**src/design/fabr_pkg.sv**
```systemverilog
`default_nettype none
package fabr_pkg;

  // frame buffer limit and derived frame counter width
  localparam int BUFFER_SIZE = 64;
  localparam int CNT_W = $clog2(BUFFER_SIZE + 1);

  // response descriptor queue between front and back
  localparam int QDEPTH = 4;
  localparam int QAW = $clog2(QDEPTH);

  // register indexes
  localparam logic [2:0] REG_START = 3'd0;
  localparam logic [2:0] REG_END   = 3'd1;
  localparam logic [2:0] REG_SEP   = 3'd2;
  localparam logic [2:0] REG_ACK   = 3'd3;
  localparam logic [2:0] REG_NAK   = 3'd4;

  // response kinds
  localparam logic [1:0] KIND_NONE  = 2'd0;
  localparam logic [1:0] KIND_NAK   = 2'd1;
  localparam logic [1:0] KIND_OK    = 2'd2;
  localparam logic [1:0] KIND_OTHER = 2'd3;

  localparam logic [7:0] CHAR_ZERO = 8'h30;
  localparam logic [7:0] CHAR_ONE  = 8'h31;
  localparam logic [7:0] CHAR_O    = 8'h4f;
  localparam logic [7:0] CHAR_K    = 8'h4b;
  localparam logic [7:0] CNT_MAX   = 8'd255;

  // byte positions in a response
  localparam logic [3:0] LAST_SHORT = 4'd8;
  localparam logic [3:0] LAST_LONG  = 4'd10;

  typedef struct packed {
    logic [7:0] start_code;
    logic [7:0] end_code;
    logic [7:0] separator_code;
    logic [7:0] ack_code;
    logic [7:0] nak_code;
  } cfg_t;

  typedef struct packed {
    logic [1:0] kind;
    logic [7:0] seq;
    logic [7:0] frame_errors;
    logic [7:0] overlong_errors;
  } desc_t;

endpackage
`default_nettype wire

```
**src/design/fabr_front.sv**
```systemverilog
`default_nettype none
module fabr_front (
  input  wire logic          clk,
  input  wire logic          rst,
  input  wire fabr_pkg::cfg_t cfg,
  input  wire logic          take,
  input  wire logic [7:0]    rx_byte,
  output fabr_pkg::desc_t    desc,
  output logic               desc_push
);
  import fabr_pkg::*;

  logic [CNT_W-1:0] byte_count, byte_count_next;
  logic [7:0]       seq_byte, seq_byte_next;
  logic [7:0]       hist [0:4];
  logic             expected_seq, expected_seq_next;
  logic [1:0]       last_kind, last_kind_next;
  logic [7:0]       last_seq, last_seq_next;
  logic [7:0]       frame_errors, frame_errors_next;
  logic [7:0]       overlong_errors, overlong_errors_next;

  logic [CNT_W-1:0] cnt_inc;
  logic [7:0]       seq_eff;
  logic [7:0]       exp_char;
  logic             in_frame, is_end, bad, shift;

  function automatic logic is_hex(input logic [7:0] c);
    return (c >= 8'h30 && c <= 8'h39) || (c >= 8'h61 && c <= 8'h66);
  endfunction

  always_comb begin
    cnt_inc  = byte_count + 1'b1;
    in_frame = (byte_count != '0) || (rx_byte == cfg.start_code);
    is_end   = rx_byte == cfg.end_code;
    shift    = take && in_frame;
    if (byte_count == '0) begin
      seq_eff = 8'd0;
    end else if (byte_count == CNT_W'(1)) begin
      seq_eff = rx_byte;
    end else begin
      seq_eff = seq_byte;
    end
    exp_char = {7'h18, expected_seq};
    // window holds the five bytes before the end code
    bad = (cnt_inc < CNT_W'(8)) ||
          (seq_eff != CHAR_ZERO && seq_eff != CHAR_ONE) ||
          (hist[0] != cfg.separator_code) ||
          !is_hex(hist[1]) || !is_hex(hist[2]) ||
          !is_hex(hist[3]) || !is_hex(hist[4]);

    byte_count_next      = byte_count;
    seq_byte_next        = seq_byte;
    expected_seq_next    = expected_seq;
    last_kind_next       = last_kind;
    last_seq_next        = last_seq;
    frame_errors_next    = frame_errors;
    overlong_errors_next = overlong_errors;
    desc_push            = 1'b0;
    desc.kind            = last_kind;
    desc.seq             = last_seq;

    if (shift) begin
      seq_byte_next = seq_eff;
      byte_count_next = cnt_inc;
      if (is_end) begin
        byte_count_next = '0;
        desc_push = 1'b1;
        if (bad) begin
          if (frame_errors != CNT_MAX) frame_errors_next = frame_errors + 8'd1;
          last_kind_next = KIND_NAK;
          last_seq_next  = seq_eff;
          desc.kind      = KIND_NAK;
          desc.seq       = seq_eff;
        end else if (seq_eff != exp_char && last_kind != KIND_NONE) begin
          // repeat of the previous response, state untouched
          desc.kind = last_kind;
          desc.seq  = last_seq;
        end else if (seq_eff != exp_char) begin
          last_kind_next = KIND_OTHER;
          last_seq_next  = {7'h18, ~expected_seq};
          desc.kind      = KIND_OTHER;
          desc.seq       = {7'h18, ~expected_seq};
        end else begin
          last_kind_next    = KIND_OK;
          last_seq_next     = seq_eff;
          expected_seq_next = ~expected_seq;
          desc.kind         = KIND_OK;
          desc.seq          = seq_eff;
        end
      end else if (cnt_inc >= CNT_W'(BUFFER_SIZE)) begin
        byte_count_next = '0;
        if (overlong_errors != CNT_MAX) overlong_errors_next = overlong_errors + 8'd1;
      end
    end
    desc.frame_errors    = frame_errors_next;
    desc.overlong_errors = overlong_errors;
  end

  always_ff @(posedge clk) begin
    if (rst) begin
      byte_count      <= '0;
      seq_byte        <= '0;
      expected_seq    <= 1'b0;
      last_kind       <= KIND_NONE;
      last_seq        <= '0;
      frame_errors    <= '0;
      overlong_errors <= '0;
      for (int i = 0; i < 5; i++) hist[i] <= '0;
    end else begin
      byte_count      <= byte_count_next;
      seq_byte        <= seq_byte_next;
      expected_seq    <= expected_seq_next;
      last_kind       <= last_kind_next;
      last_seq        <= last_seq_next;
      frame_errors    <= frame_errors_next;
      overlong_errors <= overlong_errors_next;
      if (shift) begin
        for (int i = 0; i < 4; i++) hist[i] <= hist[i+1];
        hist[4] <= rx_byte;
      end
    end
  end

endmodule
`default_nettype wire

```
**src/design/fabr_queue.sv**
```systemverilog
`default_nettype none
module fabr_queue (
  input  wire logic           clk,
  input  wire logic           rst,
  input  wire logic           push,
  input  wire fabr_pkg::desc_t wdata,
  input  wire logic           pop,
  output fabr_pkg::desc_t     rdata,
  output logic                full,
  output logic                empty
);
  import fabr_pkg::*;

  desc_t        mem [0:QDEPTH-1];
  logic [QAW-1:0] wr_ptr, rd_ptr;
  logic [QAW:0]   count;
  logic           do_push, do_pop;

  assign full    = count == (QAW+1)'(QDEPTH);
  assign empty   = count == '0;
  assign do_push = push && !full;
  assign do_pop  = pop && !empty;
  assign rdata   = mem[rd_ptr];

  always_ff @(posedge clk) begin
    if (rst) begin
      wr_ptr <= '0;
      rd_ptr <= '0;
      count  <= '0;
    end else begin
      if (do_push) wr_ptr <= wr_ptr + 1'b1;
      if (do_pop)  rd_ptr <= rd_ptr + 1'b1;
      count <= count + (QAW+1)'(do_push) - (QAW+1)'(do_pop);
    end
  end

  always_ff @(posedge clk) begin
    if (do_push) mem[wr_ptr] <= wdata;
  end

  a_count_range: assert property (@(posedge clk) disable iff (rst)
    count <= (QAW+1)'(QDEPTH))
    else $error("queue count out of range");

  a_ptr_gap: assert property (@(posedge clk) disable iff (rst)
    (wr_ptr - rd_ptr) == count[QAW-1:0])
    else $error("queue pointers disagree with count");

  a_full_empty: assert property (@(posedge clk) disable iff (rst)
    !(full && empty))
    else $error("queue full and empty at once");

endmodule
`default_nettype wire

```
**src/design/fabr_back.sv**
```systemverilog
`default_nettype none
module fabr_back (
  input  wire logic            clk,
  input  wire logic            rst,
  input  wire fabr_pkg::cfg_t  cfg,
  input  wire fabr_pkg::desc_t q_data,
  input  wire logic            q_empty,
  output logic                 q_pop,
  input  wire logic            pop,
  output logic                 empty,
  output logic [7:0]           tx_byte,
  output logic                 tx_last,
  output logic [7:0]           frame_error_count,
  output logic [7:0]           too_long_count
);
  import fabr_pkg::*;

  logic       busy;
  logic [3:0] idx;
  desc_t      cur;
  logic       advance;

  assign empty   = !busy;
  assign tx_last = (cur.kind == KIND_OK) ? (idx == LAST_LONG) : (idx == LAST_SHORT);
  assign advance = !busy || (pop && tx_last);
  assign q_pop   = advance && !q_empty;
  assign frame_error_count = cur.frame_errors;
  assign too_long_count    = cur.overlong_errors;

  always_comb begin
    tx_byte = CHAR_ZERO;
    if (cur.kind == KIND_OK) begin
      case (idx)
        4'd0:    tx_byte = cfg.start_code;
        4'd1:    tx_byte = cur.seq;
        4'd2:    tx_byte = cfg.ack_code;
        4'd3:    tx_byte = CHAR_O;
        4'd4:    tx_byte = CHAR_K;
        4'd5:    tx_byte = cfg.separator_code;
        4'd10:   tx_byte = cfg.end_code;
        default: tx_byte = CHAR_ZERO;
      endcase
    end else begin
      case (idx)
        4'd0:    tx_byte = cfg.start_code;
        4'd1:    tx_byte = cur.seq;
        4'd2:    tx_byte = (cur.kind == KIND_NAK) ? cfg.nak_code : cfg.ack_code;
        4'd3:    tx_byte = cfg.separator_code;
        4'd8:    tx_byte = cfg.end_code;
        default: tx_byte = CHAR_ZERO;
      endcase
    end
  end

  always_ff @(posedge clk) begin
    if (rst) begin
      busy <= 1'b0;
      idx  <= '0;
    end else if (advance) begin
      busy <= !q_empty;
      idx  <= '0;
    end else if (pop) begin
      idx <= idx + 4'd1;
    end
  end

  always_ff @(posedge clk) begin
    if (q_pop) cur <= q_data;
  end

  a_idx_hold: assert property (@(posedge clk) disable iff (rst)
    busy && !pop |=> $stable(idx) && busy)
    else $error("response word changed while stalled");

  a_idx_range: assert property (@(posedge clk) disable iff (rst)
    busy |-> idx <= LAST_LONG)
    else $error("response index past end");

  a_kind_valid: assert property (@(posedge clk) disable iff (rst)
    busy |-> cur.kind != KIND_NONE)
    else $error("response without kind");

endmodule
`default_nettype wire

```
**src/design/framed_alternating_bit_responder_top.sv**
```systemverilog
`default_nettype none
// channel   handshake          payload
// input     push / full        rx_byte
// result    empty / pop        tx_byte, tx_last, frame_error_count, too_long_count
// config    cfg_write          cfg_index, cfg_data
//
// One input word per cycle unless full; frame state updates in the same cycle it is taken.
// A closing byte queues a response descriptor (4 deep); the back end sends one
// response word per cycle while pop is high, 9 or 11 words per response, back to back.
// full rises only when the descriptor queue is full; result stalls never block
// input until then. Reset (rst, synchronous) restores code registers and clears
// frame state, counters and the queue at once.
module framed_alternating_bit_responder_top (
  input  wire logic       clk,
  input  wire logic       rst,
  input  wire logic       push,
  output logic            full,
  input  wire logic [7:0] rx_byte,
  output logic            empty,
  input  wire logic       pop,
  output logic [7:0]      tx_byte,
  output logic            tx_last,
  output logic [7:0]      frame_error_count,
  output logic [7:0]      too_long_count,
  input  wire logic       cfg_write,
  input  wire logic [2:0] cfg_index,
  input  wire logic [7:0] cfg_data
);
  import fabr_pkg::*;

  cfg_t  cfg;
  desc_t f_desc, q_data;
  logic  q_push, q_pop, q_full, q_empty;
  logic  take;

  always_ff @(posedge clk) begin
    if (rst) begin
      cfg.start_code     <= 8'd2;
      cfg.end_code       <= 8'd3;
      cfg.separator_code <= 8'd29;
      cfg.ack_code       <= 8'd6;
      cfg.nak_code       <= 8'd21;
    end else if (cfg_write) begin
      case (cfg_index)
        REG_START: cfg.start_code     <= cfg_data;
        REG_END:   cfg.end_code       <= cfg_data;
        REG_SEP:   cfg.separator_code <= cfg_data;
        REG_ACK:   cfg.ack_code       <= cfg_data;
        REG_NAK:   cfg.nak_code       <= cfg_data;
        default:   ;
      endcase
    end
  end

  assign full = q_full;
  assign take = push && !q_full;

  fabr_front u_front (
    .clk       (clk),
    .rst       (rst),
    .cfg       (cfg),
    .take      (take),
    .rx_byte   (rx_byte),
    .desc      (f_desc),
    .desc_push (q_push)
  );

  fabr_queue u_queue (
    .clk   (clk),
    .rst   (rst),
    .push  (q_push),
    .wdata (f_desc),
    .pop   (q_pop),
    .rdata (q_data),
    .full  (q_full),
    .empty (q_empty)
  );

  fabr_back u_back (
    .clk               (clk),
    .rst               (rst),
    .cfg               (cfg),
    .q_data            (q_data),
    .q_empty           (q_empty),
    .q_pop             (q_pop),
    .pop               (pop),
    .empty             (empty),
    .tx_byte           (tx_byte),
    .tx_last           (tx_last),
    .frame_error_count (frame_error_count),
    .too_long_count    (too_long_count)
  );

endmodule
`default_nettype wire
```
**config.mk**
```make
export PLATFORM = sky130hd
export DESIGN_NAME = framed_alternating_bit_responder_top
export DESIGN_NICKNAME = d
export VERILOG_FILES = /design/src/design/fabr_pkg.sv /design/src/design/fabr_front.sv /design/src/design/fabr_queue.sv /design/src/design/fabr_back.sv /design/src/design/framed_alternating_bit_responder_top.sv
export SDC_FILE = /design/constraint.sdc
export NUM_CORES = 1
export LEC_CHECK = 0
export BUFFER_PORTS_ARGS = -buffer_cell sky130_fd_sc_hd__buf_2
export CORE_ASPECT_RATIO = 1.1
export CORE_UTILIZATION = 60
export CTS_CLUSTER_SIZE = 8
export DETAILED_ROUTE_END_ITERATION = 10
export MAX_ROUTING_LAYER = met4
export PLACE_DENSITY = 0.81
export SYNTH_ARGS = -nofsm -noshare
export SYNTH_HDL_FRONTEND = slang
export SYNTH_HIERARCHICAL = 1
export SYNTH_SLANG_ARGS = --single-unit
```
**constraint.sdc**
```tcl
create_clock -name clk -period 8.76 [get_ports clk]
set_input_delay 0.876 -clock clk [delete_from_list [all_inputs] [get_ports clk]]
set_output_delay 0.876 -clock clk [all_outputs]
set_load 0.01 [all_outputs]
```
# --- Word-level counts from Yosys, hierarchy flattened ---
# Memories as Yosys holds them, arrays and structs flattened. A register that Yosys moved wholly into a read port is not among the register bits.
# Index checks and enable logic that the tools add are counted.
op_classes:
  mux: 38
  n_reduce_logical: 50
  n_addsub: 8
  order_cmp: 18
  eq_ne: 24
  bitwise: 10
ops:
  columns: ["cell", "n"]
  rows:
  - ["8-bit 2-to-1 mux", 16]
  - ["8-bit case mux with 7 select lines", 1]
  - ["10-bit 2-to-1 mux", 4]
  - ["8-bit case mux with 5 select lines", 1]
  - ["8-bit by 6-bit greater-or-equal comparator with 1-bit output (second input constant)", 4]
  - ["8-bit by 7-bit greater-or-equal comparator with 1-bit output (second input constant)", 4]
  - ["8-bit by 6-bit <= comparator with 1-bit output (second input constant)", 4]
  - ["8-bit by 7-bit <= comparator with 1-bit output (second input constant)", 4]
  - ["8-bit by 1-bit adder with 8-bit output (second input constant)", 2]
  - ["8-bit equality test", 2]
  - ["1-bit logical AND", 16]
  - ["8-bit by 6-bit inequality test with 1-bit output (second input constant)", 2]
  - ["8-bit inequality test (second input constant)", 2]
  - ["7-bit 2-to-1 mux", 2]
  - ["1-bit logical OR", 12]
  - ["1-bit 2-to-1 mux", 11]
  - ["2-bit AND reduction", 5]
  - ["9-bit 2-to-1 mux", 1]
  - ["4-bit by 2-bit equality test with 1-bit output (second input constant)", 2]
  - ["4-bit by 3-bit equality test with 1-bit output (second input constant)", 2]
  - ["4-bit equality test (second input constant)", 2]
  - ["8-bit by 6-bit inequality test with 1-bit output", 1]
  - ["8-bit inequality test", 1]
  - ["7-bit by 1-bit adder with 7-bit output (second input constant)", 1]
  - ["27 further kinds", 46]
totals:
  mem_count: 2
  mem_bits_rw: 144
  word_cells: 167
  register_bits: 94
mem_list:
  columns: ["memory", "words", "width", "rd", "rd_clocked_by_memory_dff", "write_ports", "line", "rtl"]
  rows:
  - ["u_queue.mem", 4, 26, 1, 1, 1, "fabr_queue.sv:14", "desc_t mem [0:QDEPTH-1];"]
  - ["u_front.hist", 5, 8, 5, 0, 5, "fabr_front.sv:15", "logic [7:0] hist [0:4];"]

# --- Depth between registers and ports, before layout ---
depth:
  depth_word: 14
  depth_mapped: 18
  ltp_nobuf: 16

# --- Cells and area by module ---
# The synthesis kept the hierarchy.
modules_own_cells:
  columns: ["module", "cells_each", "seq_area_each_um2", "area_each_um2", "instances"]
  rows:
  - ["fabr_front", 466, 2042.0, 4541.9, 1]
  - ["fabr_queue", 187, 3303.2, 4281.6, 1]
  - ["fabr_back", 205, 880.8, 1996.9, 1]
  - ["framed_alternating_bit_responder_top", 151, 800.8, 1619.1, 1]

# --- Least setup slack after synthesis ---
# OpenSTA, ideal clock, no wires.
synth_path:
  path_kind: "input -> register"
  startpoint: "in pop"
  endpoint: "reg u_queue.count[1]"
  path_buffers: 0
  stages: 10
  t_arrival_ns: 3.957
  setup_time_ns: 0.125
  t_required_ns: 8.635
  setup_slack_ns: 4.678
  cell_sequence: "inv_1 or3_1 a21oi_1 o31ai_2 inv_1 ha_1 inv_1 ha_1 fa_1 nor2b_1"
synth_between:
  elab_chain_cells: 5
synth_lines:
  columns: ["element", "line", "rtl"]
  rows:
  - ["start, declared", "framed_alternating_bit_responder_top.sv:20", "input wire logic pop,"]
  - ["1-bit logical AND", "fabr_back.sv:25", "assign advance = !busy || (pop && tx_last);"]
  - ["1-bit logical OR", "fabr_back.sv:25", null]
  - ["1-bit logical AND", "fabr_back.sv:26", "assign q_pop = advance && !q_empty;"]
  - ["net q_pop", "framed_alternating_bit_responder_top.sv:33", "logic q_push, q_pop, q_full, q_empty;"]
  - ["1-bit logical AND", "fabr_queue.sv:22", "assign do_pop = pop && !empty;"]
  - ["net u_queue.do_pop", "fabr_queue.sv:17", "logic do_push, do_pop;"]
  - ["3-bit by 1-bit subtractor with 3-bit output", "fabr_queue.sv:33", "count <= count + (QAW+1)'(do_push) - (QAW+1)'(do_pop);"]
  - ["end signal, assigned", "fabr_queue.sv:33", null]
  - ["end, declared", "fabr_queue.sv:16", "logic [QAW:0] count;"]
# The timed path passes the listed nets, and every way through them passes these cells.
# A chain may end at the register's enable or synchronous reset.

# --- Worst setup path in the final report ---
layout_path:
  startpoint: "reg u_back.idx[0]"
  endpoint: "out tx_byte[0]"
layout_between:
  elab_chain_cells: 3
  elab_cells_between_ends: 11
layout_lines:
  columns: ["element", "line", "rtl"]
  rows:
  - ["start, declared", "fabr_back.sv:19", "logic [3:0] idx;"]
  - ["start signal, assigned", "fabr_back.sv:63", "idx <= idx + 4'd1;"]
  - ["4-bit equality test, or another cell as far along", "fabr_back.sv:33", "case (idx)"]
  - ["8-bit case mux with 7 select lines or 8-bit case mux with 5 select lines (tied branches)", "fabr_back.sv:33, fabr_back.sv:44", null]
  - ["8-bit 2-to-1 mux *", "fabr_back.sv:32", "if (cur.kind == KIND_OK) begin"]
  - ["end, declared", "framed_alternating_bit_responder_top.sv:21", "output logic [7:0] tx_byte,"]
# Every way passes the cells marked *; elsewhere a longest branch is shown, timed or not.

==> metrics.csv <==
stage,metric,value,unit
power_and_ir_drop,internal power,2.19,mW
clock_tree,Resized cells post-CTS,0,
die,row cnt,54,
timing,setup_tns,0,ns
power_and_ir_drop,combinational share of power,0.023,
place,DP Cell Count,1250,
synthesis,Post-synth EDFFs,170,
synthesis,syn_nets,1049,
drt,Wirelength per Cell,21.3,um
timing,skew final,0.0193,ns
drt,DR iter-0 viols,761,
power_and_ir_drop,sw power,580,uW
die,Die Span X,139,um
final_layout,layout cell share with drive strength beyond 1,0.149,
die,chip height,153,um
power_and_ir_drop,Reg power frac,0.486,
final_layout,Finished Cell Area,13800,um^2
final_layout,Final nets,1079,
synthesis,number of synthesized register bits,266,
synthesis,Synth area leader,edfxtp_1,
global_route,total gr overflow,0,
synthesis,sequential area share after synthesis,0.565,
final_layout,Area growth syn-to-layout,10.8,%
worst_setup_path,maximum fanout along the worst path,26,
worst_setup_path,critical path launch point type,flop,
final_layout,most frequent cells in the layout,"edfxtp_1, dfxtp_1, nor2_1, mux2i_1, buf_2",
timing,"Period Utilization, post-route",0.452,
synthesis,synth top area cells,"edfxtp_1, dfxtp_1, mux2i_1, mux4_2, and2_1",
clock_tree,H-tree depth,2,
worst_setup_path,Crit Path Class,reg -> out,
place,Detailed Place HPWL,17500,um
run_status,status,"complete, no violations",
clock_tree,CTS Hold Buffers Added,0,
clock_tree,post-CTS repair timing setup buffer count,0,
die,Initial Utilization,0.620,
power_and_ir_drop,Sw Ratio,0.209,
final_layout,"most common cell after layout, fill and taps aside",edfxtp_1,
clock_tree,TritonCTS clock tree,done,
power_and_ir_drop,clock share of power,0.490,
synthesis,post-synthesis instance area,12400,um^2
synthesis,Main synth FF type,edfxtp_1,
timing,Rel. slew slack,0.276,
global_route,overall global routing resource usage,0.280,
drt,DR vias,8353,
timing,"Hold Vio Cnt, Final",0,
timing,maximum clock rate,253,MHz
final_layout,final std cells w/o fill,1318,
die,IO Pins,51,
timing,final slew viol count,0,
synthesis,Ys Warns,6,
synthesis,"Async S/R FF share, synth",0,
synthesis,syn_area_per_cell,12.3,um^2
power_and_ir_drop,Power Density,201,nW/um^2
global_route,largest net degree at the start of global routing,77,
clock_tree,total CTS buffers,39,
die,total die area,21300,um^2
die,Core Area,20100,um^2
worst_setup_path,Worst R2R Setup Slack,4.99,ns
worst_setup_path,reg2reg start,u_back/idx[0],
min_path,Hold Startpoint,cfg[1],
worst_setup_path,Crit. End Element,output pin,
power_and_ir_drop,Leak,4.99,nW
global_route,first-pass GRT wire length,44500,um
timing,Setup-failing EPs final,0,
global_route,initial antenna violation count,1,
timing,worst slew pin tran,1.08,ns
synthesis,cells after synthesis,1009,
drt,# DRC,0,
drt,DRT Pass-1 Iters,6,
place,count of input and output buffers,50,
clock_tree,clock sinks,266,
timing,Final min period,3.96,ns
worst_setup_path,FF-to-FF path depth,13,
min_path,Worst Hold Path EP,cfg[1],
worst_setup_path,reg2reg end,u_queue/count[1],
clock_tree,"CTS clk-pin slew, worst paths",0.05,ns
worst_setup_path,WP data arrival,3.08,ns
run,Max Cap Viol,0,
power_and_ir_drop,total power,2.77,mW
min_path,WHS Path Cells,2,
power_and_ir_drop,worst vdd ir,0.150,mV
synthesis,Synth cell types,89,
drt,vias per inst,6.34,
timing,RSZ-0062 raised after global routing,false,
clock_tree,Clock Latency Late Sink,0.52,ns
clock_tree,CTS root buffer,clkbuf_16,
global_route,number of global-route vias before repair,8038,
drt,Final ANT Viol Nets,0,
place,gpl congestion,0.948,
clock_tree,Clock Path Buffers,3,
min_path,min-delay worst type,reg -> reg,
place,Post-DP Area,12700,um^2
synthesis,top-area cell type share of the netlist area,0.410,
worst_setup_path,Critical Path RT,7.88,ns
drt,Routed WL,28100,um
[routing by layer]
layer | track usage | wire length [um] | vias to the layer above
met2 | 0.439 | 13600 | 337
met5 | - | 0 | -
met3 | 0.0429 | 1950 | 61
li1 | - | - | 3811
met4 | 0.0952 | 650 | 0
met1 | 0.372 | 11800 | 4144
[worst max-delay path: stages, from the launching register on]
cell and delay, ns:
dfxtp_1 0.35, inv_1 0.10, ha_1 0.75, inv_1 0.26
a21oi_1 0.19, o21ai_1 0.26, o32ai_1 0.45, buf_2 0.20
[Yosys cell counts (4+ instances only)]
library cell / count
a22oi_1: 8
clkbuf_1: 29
o21ai_0: 14
nor3_1: 9
nand3_1: 36
nor2b_1: 25
buf_2: 14
dfxtp_1: 96
a21boi_0: 5
nor3_2: 4
nor2_1: 60
or3_1: 9
nand4_1: 21
a21oi_1: 48
a31oi_1: 4
ha_1: 15
inv_1: 26
nand2b_1: 42
and3_1: 7
o31ai_1: 4
mux2_1: 9
a221oi_1: 5
mux2_2: 6
xnor2_1: 27
xor2_1: 11
edfxtp_1: 170
a211oi_1: 6
or4_1: 5
buf_4: 17
o32ai_1: 5
mux2i_1: 60
and2_1: 47
nand2_1: 45
mux4_1: 6
nor4_1: 7
mux4_2: 20
buf_6: 6
[power by group through the flow]
stage | clock [mW] | sequential, mW | combinational [mW]
after floorplan | 0 | 1.37 | 0.0423
after global placement | 0 | 1.37 | 0.0621
after detailed placement | 0 | 1.37 | 0.0638
after global routing | 1.43 | 1.35 | 0.0704
final | 1.36 | 1.35 | 0.0650
after CTS | 1.37 | 1.35 | 0.0646
[through the flow]
stage                     setup slack (ns)  utilization  hold WS (ns)
after detailed placement              4.71        0.632         0.467
final                                 4.80        0.687         0.483
after CTS                             4.89        0.687         0.485
after floorplan                       4.68            -         0.440
after global routing                  4.64        0.687         0.500
after global placement                4.84        0.632         0.452
[how the worst max path moves through the flow]
stage | endpoint | slack, ns | from
after floorplan | u_queue/count[1] | 4.68 | pop
after global placement | u_queue/count[2] | 4.84 | rx_byte[5]
after detailed placement | u_queue/count[2] | 4.71 | rx_byte[2]
after CTS | tx_byte[0] | 4.89 | u_back/idx[0]
after global routing | tx_byte[0] | 4.64 | u_back/idx[0]
final | tx_byte[0] | 4.80 | u_back/idx[0]
[logic make-up (layout without fill, tap and decap cells)]
group	Yosys count	after routing	synth area share
AND/OR/NAND/NOR	350	350	0.161
buffers and inverters	97	153	0.0421
AO/OA/AOI/OAI	141	141	0.0780
XOR/XNOR	38	38	0.0268
adder cells (fa/ha/maj)	16	16	0.0167
other	0	1	0
multiplexers	101	101	0.111
flip-flops	266	266	0.565
[state kept, by name (all words and copies together), names as in the netlist, named ones only]
name,cells
u_queue/mem,104
u_back/frame_error_count,8
u_queue/rd_ptr,2
u_front/expected_seq,1
u_front/frame_errors,8
cfg,40
u_queue/wr_ptr,2
u_front/hist,40
u_back/idx,4
u_back/cur,10
u_queue/count,3
u_back/busy,1
u_front/seq_byte,8
u_front/last_seq,8
u_back/too_long_count,8
u_front/byte_count,7
u_front/overlong_errors,8
u_front/last_kind,2
[area by class of cell]
| cell class | instances | area, um^2 |
|---|---|---|
| repair buffers | 60 | 328 |
| well taps | 252 | 315 |
| fillers | 1402 | 6280 |
| inverters | 26 | 97.6 |
| flip-flops and latches | 266 | 7030 |
| diodes | 1 | 2.50 |
| clock inverters | 3 | 41.3 |
| clock buffers | 64 | 1070 |
| multi-input cells | 646 | 4910 |
No activity file was read; power rests on OpenSTA's default activity.
